==> src/hdl/cbcc_pkg.sv <==
// Shared constants, operation codes and sequencer states of the sector cache
// tag and replacement controller. No dependencies.
package cbcc_pkg;

  localparam int LINES_DEF = 64;
  localparam int LINE_W    = 6;
  localparam int SECTOR_W  = 32;
  localparam int OP_W      = 2;

  localparam logic [OP_W-1:0] OP_READ  = 2'd0;
  localparam logic [OP_W-1:0] OP_WRITE = 2'd1;
  localparam logic [OP_W-1:0] OP_FLUSH = 2'd2;

  typedef enum logic [3:0] {
    S_IDLE,
    S_SEARCH,
    S_SWEEP,
    S_VREAD,
    S_FILL,
    S_HIT,
    S_FSCAN,
    S_FEMIT,
    S_FEMPTY
  } state_e;

endpackage

==> src/hdl/clock_buffer_cache_controller_core.sv <==
// Tag and clock-replacement controller of a fully associative sector cache.
// Access: accept, then a tag scan on one shared comparator that ends early on a hit,
// then a result on a hit, or on a miss a clock sweep when no line is free, a victim
// tag read and a fill. Flush: accept, then a scan of the lines with one writeback per
// dirty line, or one empty result when none is dirty. One item at a time; output
// stalls hold the sequencer. Async active-low reset clears valid, dirty, use, hand.
module clock_buffer_cache_controller_core #(
  parameter int LINES = cbcc_pkg::LINES_DEF
) (
  input  logic                          clk_i,
  input  logic                          rst_ni,
  input  logic                          in_valid_i,
  output logic                          in_stall_o,
  input  logic [cbcc_pkg::OP_W-1:0]     operation_i,
  input  logic [cbcc_pkg::SECTOR_W-1:0] sector_i,
  output logic                          out_valid_o,
  input  logic                          out_stall_i,
  output logic [cbcc_pkg::LINE_W-1:0]   line_o,
  output logic                          hit_o,
  output logic                          fill_o,
  output logic                          writeback_o,
  output logic [cbcc_pkg::SECTOR_W-1:0] writeback_sector_o,
  output logic                          last_o
);

  localparam int IW = $clog2(LINES);       // line index width
  localparam int CW = $clog2(LINES + 1);   // scan counter, reaches LINES
  localparam int LW = cbcc_pkg::LINE_W;
  localparam int SW = cbcc_pkg::SECTOR_W;
  localparam int OW = cbcc_pkg::OP_W;

  cbcc_pkg::state_e state_q, state_d;

  // Beat captured at acceptance
  logic [OW-1:0]    op_q, op_d;
  logic [SW-1:0]    sector_q, sector_d;

  // Scan bookkeeping
  logic [CW-1:0]    idx_q, idx_d;
  logic             chk_q, chk_d;          // a tag read is due for compare
  logic [IW-1:0]    chk_idx_q, chk_idx_d;
  logic             free_found_q, free_found_d;
  logic [IW-1:0]    free_idx_q, free_idx_d;
  logic [IW-1:0]    victim_q, victim_d;

  // Replacement state
  logic [IW-1:0]    hand_q, hand_d;
  logic [LINES-1:0] valid_q, valid_d;
  logic [LINES-1:0] dirty_q, dirty_d;
  logic [LINES-1:0] used_q, used_d;

  // Output register
  logic             out_valid_q, out_valid_d;
  logic [LW-1:0]    line_q, line_d;
  logic             hit_q, hit_d;
  logic             fill_q, fill_d;
  logic             wb_q, wb_d;
  logic [SW-1:0]    wbsec_q, wbsec_d;
  logic             last_q, last_d;

  // Tag store port
  logic             tag_we;
  logic [IW-1:0]    tag_rd_addr;
  logic [SW-1:0]    tag_rdata;

  logic             in_acc;
  logic             out_free;
  logic             hit_now;
  logic             scan_end;
  logic [IW-1:0]    idx_line;
  logic [IW-1:0]    hand_nxt;
  logic [LINES-1:0] vd;
  logic [LINES-1:0] above;
  logic             more_dirty;
  logic             emit;

  cbcc_tag_ram #(
    .DEPTH (LINES),
    .AW    (IW),
    .DW    (SW)
  ) u_tag_ram (
    .clk_i     (clk_i),
    .wr_en_i   (tag_we),
    .wr_addr_i (victim_q),
    .wr_data_i (sector_q),
    .rd_addr_i (tag_rd_addr),
    .rd_data_o (tag_rdata)
  );

  // Handshake: take a beat only when the sequencer is parked
  assign in_stall_o = (state_q != cbcc_pkg::S_IDLE);
  assign in_acc     = in_valid_i && !in_stall_o;
  assign out_free   = !out_valid_q || !out_stall_i;

  assign idx_line = idx_q[IW-1:0];
  assign scan_end = (idx_q == CW'(LINES));

  // Shared comparator: tag read last cycle against the sector being looked up
  assign hit_now = chk_q && valid_q[chk_idx_q] && (tag_rdata == sector_q);

  // Clock hand step, wrapping at LINES
  assign hand_nxt = (hand_q == IW'(LINES - 1)) ? '0 : hand_q + 1'b1;

  // Lines awaiting writeback, and whether any lies above the current one
  assign vd = valid_q & dirty_q;
  always_comb begin
    for (int j = 0; j < LINES; j++) begin
      above[j] = (CW'(j) > idx_q);
    end
  end
  assign more_dirty = |(vd & above);

  // Tag read address: scan position, or the chosen victim
  always_comb begin
    tag_rd_addr = idx_line;
    if (state_q == cbcc_pkg::S_VREAD || state_q == cbcc_pkg::S_FILL) begin
      tag_rd_addr = victim_q;
    end
  end

  // Next state
  always_comb begin
    state_d = state_q;
    unique case (state_q)
      cbcc_pkg::S_IDLE: begin
        if (in_acc) begin
          if (operation_i == cbcc_pkg::OP_READ || operation_i == cbcc_pkg::OP_WRITE) begin
            state_d = cbcc_pkg::S_SEARCH;
          end else if (operation_i == cbcc_pkg::OP_FLUSH) begin
            state_d = (|vd) ? cbcc_pkg::S_FSCAN : cbcc_pkg::S_FEMPTY;
          end
        end
      end
      cbcc_pkg::S_SEARCH: begin
        if (hit_now) begin
          state_d = cbcc_pkg::S_HIT;
        end else if (scan_end) begin
          state_d = free_found_q ? cbcc_pkg::S_VREAD : cbcc_pkg::S_SWEEP;
        end
      end
      cbcc_pkg::S_SWEEP: begin
        if (!used_q[hand_nxt]) begin
          state_d = cbcc_pkg::S_VREAD;
        end
      end
      cbcc_pkg::S_VREAD: state_d = cbcc_pkg::S_FILL;
      cbcc_pkg::S_FILL,
      cbcc_pkg::S_HIT,
      cbcc_pkg::S_FEMPTY: begin
        if (out_free) begin
          state_d = cbcc_pkg::S_IDLE;
        end
      end
      cbcc_pkg::S_FSCAN: begin
        if (vd[idx_line]) begin
          state_d = cbcc_pkg::S_FEMIT;
        end
      end
      cbcc_pkg::S_FEMIT: begin
        if (out_free) begin
          state_d = more_dirty ? cbcc_pkg::S_FSCAN : cbcc_pkg::S_IDLE;
        end
      end
      default: state_d = cbcc_pkg::S_IDLE;
    endcase
  end

  // Datapath and result register
  always_comb begin
    op_d         = op_q;
    sector_d     = sector_q;
    idx_d        = idx_q;
    chk_d        = 1'b0;
    chk_idx_d    = chk_idx_q;
    free_found_d = free_found_q;
    free_idx_d   = free_idx_q;
    victim_d     = victim_q;
    hand_d       = hand_q;
    valid_d      = valid_q;
    dirty_d      = dirty_q;
    used_d       = used_q;
    tag_we       = 1'b0;
    emit         = 1'b0;
    line_d       = line_q;
    hit_d        = hit_q;
    fill_d       = fill_q;
    wb_d         = wb_q;
    wbsec_d      = wbsec_q;
    last_d       = last_q;

    unique case (state_q)
      cbcc_pkg::S_IDLE: begin
        if (in_acc) begin
          op_d         = operation_i;
          sector_d     = sector_i;
          idx_d        = '0;
          free_found_d = 1'b0;
        end
      end
      cbcc_pkg::S_SEARCH: begin
        if (!scan_end) begin
          // Issue the read for this line; note the lowest free line on the way
          chk_d     = 1'b1;
          chk_idx_d = idx_line;
          idx_d     = idx_q + 1'b1;
          if (!free_found_q && !valid_q[idx_line]) begin
            free_found_d = 1'b1;
            free_idx_d   = idx_line;
          end
        end
        if (hit_now) begin
          victim_d = chk_idx_q;
        end else if (scan_end && free_found_q) begin
          victim_d = free_idx_q;
        end
      end
      cbcc_pkg::S_SWEEP: begin
        // Advance the hand; give used lines a second chance
        hand_d = hand_nxt;
        if (!used_q[hand_nxt]) begin
          victim_d = hand_nxt;
        end else begin
          used_d[hand_nxt] = 1'b0;
        end
      end
      cbcc_pkg::S_VREAD: ;
      cbcc_pkg::S_FILL: begin
        if (out_free) begin
          emit             = 1'b1;
          tag_we           = 1'b1;
          line_d           = LW'(victim_q);
          hit_d            = 1'b0;
          fill_d           = 1'b1;
          wb_d             = vd[victim_q];
          wbsec_d          = vd[victim_q] ? tag_rdata : '0;
          last_d           = 1'b1;
          valid_d[victim_q] = 1'b1;
          used_d[victim_q]  = 1'b1;
          dirty_d[victim_q] = (op_q == cbcc_pkg::OP_WRITE);
        end
      end
      cbcc_pkg::S_HIT: begin
        if (out_free) begin
          emit             = 1'b1;
          line_d           = LW'(victim_q);
          hit_d            = 1'b1;
          fill_d           = 1'b0;
          wb_d             = 1'b0;
          wbsec_d          = '0;
          last_d           = 1'b1;
          used_d[victim_q] = 1'b1;
          if (op_q == cbcc_pkg::OP_WRITE) begin
            dirty_d[victim_q] = 1'b1;
          end
        end
      end
      cbcc_pkg::S_FSCAN: begin
        if (!vd[idx_line]) begin
          idx_d = idx_q + 1'b1;
        end
      end
      cbcc_pkg::S_FEMIT: begin
        if (out_free) begin
          emit              = 1'b1;
          line_d            = LW'(idx_line);
          hit_d             = 1'b0;
          fill_d            = 1'b0;
          wb_d              = 1'b1;
          wbsec_d           = tag_rdata;
          last_d            = !more_dirty;
          dirty_d[idx_line] = 1'b0;
          idx_d             = idx_q + 1'b1;
        end
      end
      cbcc_pkg::S_FEMPTY: begin
        if (out_free) begin
          emit    = 1'b1;
          line_d  = '0;
          hit_d   = 1'b0;
          fill_d  = 1'b0;
          wb_d    = 1'b0;
          wbsec_d = '0;
          last_d  = 1'b1;
        end
      end
      default: ;
    endcase

    // Hold the result until it is taken; load a new one only into a free slot
    if (emit) begin
      out_valid_d = 1'b1;
    end else if (!out_stall_i) begin
      out_valid_d = 1'b0;
    end else begin
      out_valid_d = out_valid_q;
    end
  end

  always_ff @(posedge clk_i or negedge rst_ni) begin
    if (!rst_ni) begin
      state_q      <= cbcc_pkg::S_IDLE;
      chk_q        <= 1'b0;
      free_found_q <= 1'b0;
      idx_q        <= '0;
      hand_q       <= '0;
      valid_q      <= '0;
      dirty_q      <= '0;
      used_q       <= '0;
      out_valid_q  <= 1'b0;
    end else begin
      state_q      <= state_d;
      chk_q        <= chk_d;
      free_found_q <= free_found_d;
      idx_q        <= idx_d;
      hand_q       <= hand_d;
      valid_q      <= valid_d;
      dirty_q      <= dirty_d;
      used_q       <= used_d;
      out_valid_q  <= out_valid_d;
    end
  end

  always_ff @(posedge clk_i) begin
    op_q      <= op_d;
    sector_q  <= sector_d;
    chk_idx_q <= chk_idx_d;
    free_idx_q <= free_idx_d;
    victim_q  <= victim_d;
    line_q    <= line_d;
    hit_q     <= hit_d;
    fill_q    <= fill_d;
    wb_q      <= wb_d;
    wbsec_q   <= wbsec_d;
    last_q    <= last_d;
  end

  assign out_valid_o        = out_valid_q;
  assign line_o             = line_q;
  assign hit_o              = hit_q;
  assign fill_o             = fill_q;
  assign writeback_o        = wb_q;
  assign writeback_sector_o = wbsec_q;
  assign last_o             = last_q;

  // The hand never leaves the line range
  a_hand_range: assert property (@(posedge clk_i) disable iff (!rst_ni)
    hand_q <= IW'(LINES - 1))
    else $error("clock hand beyond last line");

  // A victim is either a free line or one the sweep found unused
  a_victim_unused: assert property (@(posedge clk_i) disable iff (!rst_ni)
    (state_q == cbcc_pkg::S_FILL) |-> !(valid_q[victim_q] && used_q[victim_q]))
    else $error("victim line still marked used");

  // Flush only writes back lines that are valid and dirty
  a_flush_dirty: assert property (@(posedge clk_i) disable iff (!rst_ni)
    (state_q == cbcc_pkg::S_FEMIT) |-> vd[idx_line])
    else $error("flush writeback of a clean line");

  // The final beat of an item returns the sequencer to idle
  a_last_idle: assert property (@(posedge clk_i) disable iff (!rst_ni)
    (emit && last_d) |=> (state_q == cbcc_pkg::S_IDLE))
    else $error("sequencer busy after final beat");

endmodule

==> src/hdl/cbcc_tag_ram.sv <==
// Single write port, single registered read port tag store.
// Depends on nothing; sized by its parameters.
module cbcc_tag_ram #(
  parameter int DEPTH = 64,
  parameter int AW    = 6,
  parameter int DW    = 32
) (
  input  logic          clk_i,
  input  logic          wr_en_i,
  input  logic [AW-1:0] wr_addr_i,
  input  logic [DW-1:0] wr_data_i,
  input  logic [AW-1:0] rd_addr_i,
  output logic [DW-1:0] rd_data_o
);

  logic [DW-1:0] mem [DEPTH];
  logic [DW-1:0] rd_data_q;

  always_ff @(posedge clk_i) begin
    if (wr_en_i) begin
      mem[wr_addr_i] <= wr_data_i;
    end
  end

  always_ff @(posedge clk_i) begin
    rd_data_q <= mem[rd_addr_i];
  end

  assign rd_data_o = rd_data_q;

endmodule

==> config.mk <==
export PLATFORM = sky130hd
export DESIGN_NAME = clock_buffer_cache_controller_core
export DESIGN_NICKNAME = d
export VERILOG_FILES = /design/src/hdl/cbcc_pkg.sv /design/src/hdl/clock_buffer_cache_controller_core.sv /design/src/hdl/cbcc_tag_ram.sv
export SDC_FILE = /design/constraint.sdc
export NUM_CORES = 2
export LEC_CHECK = 0
export BUFFER_PORTS_ARGS = -buffer_cell sky130_fd_sc_hd__buf_2
export CAP_MARGIN = 20
export CORE_MARGIN = 2
export CORE_UTILIZATION = 60
export CTS_BUF_LIST = sky130_fd_sc_hd__clkbuf_8
export CTS_CLUSTER_SIZE = 24
export DETAILED_ROUTE_END_ITERATION = 10
export PLACE_DENSITY_LB_ADDON = 0.15
export REMOVE_ABC_BUFFERS = 1
export SLEW_MARGIN = 20
export SYNTH_ARGS = -nofsm -noshare
export SYNTH_HDL_FRONTEND = slang
export SYNTH_SLANG_ARGS = --single-unit
export TNS_END_PERCENT = 20
==> constraint.sdc <==
create_clock -name clk_i -period 8.3 [get_ports clk_i]
set_input_delay 0.415 -clock clk_i [delete_from_list [all_inputs] [get_ports clk_i]]
set_output_delay 0.415 -clock clk_i [all_outputs]
set_load 0.02 [all_outputs]
==> flow_summary.yaml <==
outcome:
  status: "finished clean"
clocking:
  clk_pin_slew_ps: 60
  postCtsSetupBuffers: 0
  clock_sinks: 2386
  cts.root.buffer_cell: "clkbuf_8"
  cts_tree: "yes"
  insertion_delay_ps: 1070
  cts.repair.resized: 0
  cts_buffer_depth: 4
  htree_levels: 5
  cts_buffers: 387
yosys:
  async_reset_ff_share_pct: 8.89
  ys_seq_area_share_pct: 73.2
  ys_ff_latch: 2386
  postSynthCellCount: 5124
  synth_cell_type_count: 74
  synth_warnings: 0
  ys.flop_type: "edfxtp_1"
  netlist_area_um2: 95900
  syn_avg_cell_area_um2: 18.7
  synth-edff-count: 2142
min_path:
  hold_class: "in2reg"
finish:
  syn_to_final_growth_pct: 11.9
  final_cells: 7889
  drive_gt1_share_pct: 25.0
  finalNetCount: 5554
  fill_cells: 10325
detailed_routing:
  wire_per_inst_um: 36.3
  vias: 54262
  via_per_inst: 6.88
  drc: 0
  detail-route-antenna-nets: 0
  drtIter0Drc: 7277
  firstDrtPassIters: 6
  wl_mm: 286
pwr:
  power.leakage_uw: 0.0373
  power_per_cell_area_nw_per_um2: 344
  peakVddDrop_uv: 506
floorplan:
  rows: 146
  io_pins: 82
  coreArea_um2: 159000
  die_w_um: 404
  fp.dieH_um: 404
  die_area_um2: 163000
  initial_utilization_pct: 60.5
placed_design:
  numPlacedInstances: 7141
  dp_hpwl_mm: 168
  portBuffers: 81
  place_congestion: 1.05
  dpl_worst_slack_ps: 2730
global_routing:
  grt_first_pass_wirelength_mm: 401
  grt_pass1_vias: 54028
  grt_overflow: 0
  grt.total_usage_pct: 35.4
  antenna_found_initial: 17
  grt_max_degree: 122
sta:
  setup_ws_ps: 2730
  clock_skew_ps: 64.0
  finalCritPeriodShare_pct: 67.1
  setup_violations: 0
  drv_slew: 0
  finalWorstPathRequiredPeriod_ps: 5570
  clock.fmax_mhz: 180
  rsz0062_at_grt: "no"
  relSlewSlack_pct: 12.8
  hold_viol_final: 0
  tightest_slew_ps: 1310
setup_path:
  start_kind: "register"
  end_kind: "register"
  path_class: "reg2reg"
  crit_required_ps: 9240
  arrival_ps: 6510
  critPathMaxFanout: 31
job:
  max-cap-violations: 0
==> cells by family after synthesis <==
| group | synth area share (%) |
|---|---|
| AO/OA/AOI/OAI | 5.15 |
| XOR/XNOR | 0.365 |
| adder cells (fa/ha/maj) | 0.0652 |
| buffers and inverters | 1.66 |
| flip-flops | 73.2 |
| multiplexers | 15.6 |
| AND/OR/NAND/NOR | 3.96 |
==> area by class of cell <==
class	count	area (um2)	share of cell area (%)
sequential	2386	70300	65.5
multi-input combinational	2394	24700	23.1
clock buffer	427	5880	5.48
tap	2072	2590	2.42
timing repair buffer	328	2580	2.40
clock inverter	248	1160	1.08
inverter	14	52.6	0.0490
antenna	20	50.0	0.0466
==> state kept, by name, indices dropped and copies added (netlist names), 2 cells and up, named ones only <==
name                 flops
line_o                   6
writeback_sector_o      32
valid_q                 64
sector_q                32
victim_q                 6
u_tag_ram.mem         2048
free_idx_q               6
used_q                  64
state_q                  4
idx_q                    7
hand_q                   6
op_q                     2
u_tag_ram.rd_data_o     32
chk_idx_q                6
==> cell usage in the layout, fill, tap and decap left out, types with 15 or more instances in the layout <==
master and instances:
edfxtp_1 2142, mux4_2 532, clkbuf_8 428, mux2i_1 288, nand2_1 252, dfrtp_1 211, o22ai_1 206, buf_4 182
inv_1 151, a21oi_1 124, o21ai_0 100, a31oi_1 87, buf_2 80, a22oi_1 72, nor2_1 71, or2_2 70
o31ai_1 69, clkinv_1 68, nor2_4 64, dlygate4sd3_1 52, and2_1 40, or4_1 37, nand4_1 37, dfxtp_1 32
nand3_1 31, clkinv_2 30, nor3_1 25, xor2_1 23, diode_2 20, nand2b_1 20, nor2b_1 19, a221oi_1 18
xnor2_1 17, and3_1 16, a22o_1 15
==> report_power, final <==
| group | total (uW) | switching (uW) | internal, uW |
|---|---|---|---|
| combinational | 12600 | 7350 | 5240 |
| clock | 9370 | 4500 | 4870 |
| sequential | 14900 | 781 | 14100 |
| total | 36900 | 12600 | 24300 |
==> Yosys cell counts, types with 6 or more instances <==
master,number,area share [%]
a21oi_1,128,0.67
a221oi_1,18,0.16
a22o_1,15,0.14
a22oi_1,72,0.56
a31oi_1,87,0.57
and2_1,40,0.26
and3_1,16,0.10
and4_1,6,0.055
buf_1,50,0.20
buf_2,28,0.15
buf_4,14,0.11
buf_6,28,0.33
clkbuf_1,210,0.82
dfrtp_1,212,5.5
dfxtp_1,32,0.67
edfxtp_1,2142,67
inv_1,14,0.055
mux2i_1,289,3.0
mux4_2,532,12
nand2_1,256,1.0
nand2b_1,20,0.13
nand3_1,31,0.16
nand4_1,37,0.24
nor2_1,136,0.53
nor2b_1,19,0.12
nor3_1,28,0.15
nor3b_1,13,0.10
nor4_1,13,0.085
o2111ai_1,8,0.073
o21ai_0,101,0.53
o22ai_1,206,1.3
o31ai_1,69,0.54
or2_2,71,0.46
or3_1,10,0.065
or4_1,37,0.29
xnor2_1,17,0.16
xor2_1,23,0.21
==> worst paths after layout <==
path	startpoint	slack, ps	cells past startpoint	to
max in group asynchronous	rst_ni	6020	4	valid_q[61]
max	state_q[0]	2730	10	u_tag_ram.rd_data_o[8]
max reg2reg	state_q[0]	2730	10	u_tag_ram.rd_data_o[8]
min	sector_i[28]	90	2	sector_q[28]
min in group asynchronous	rst_ni	100	2	asynchronous set/reset pin
min reg2reg	used_q[45]	510	2	used_q[45]
==> metal layers <==
metal	part of all wire (%)	vias to the layer above	GRT usage (%)	wire length (um)
li1	-	21959	-	-
met1	38	28227	48.7	108000
met2	47	3441	53.8	134000
met3	9.4	627	7.09	26900
met4	6.0	8	19.6	17300
met5	0.020	-	0	56
==> worst max-delay path, cell delays in order, from the launching register on <==
cell and delay [ps]:
dfrtp_1 730, or3b_1 530, a21oi_2 670, nor2_1 160, a21oi_4 720, buf_4 460, buf_4 580, mux4_2 580
mux2i_1 200, o22ai_1 180, or4_1 560
==> per-stage QoR <==
stage	hold slack, ps	util (%)	power [uW]	TNS (ps)	area [um2]
6_report	89.0	67.7	36900	0	107000
3_5_place_dp	488	62.9	27600	0	99700
4_1_cts	1.73	67.6	36900	0	107000
3_3_place_gp	479	62.9	27400	0	99700
5_1_grt	50.0	67.7	38100	0	107000
2_1_floorplan	119	-	23000	-1309160	94400
==> timing repair <==
item,4_1_cts,5_1_grt
hold buffers,52,0
endpoints found under the setup margin,0,0
hold endpoints to repair,151,0
(Power assumes the default switching activity.)
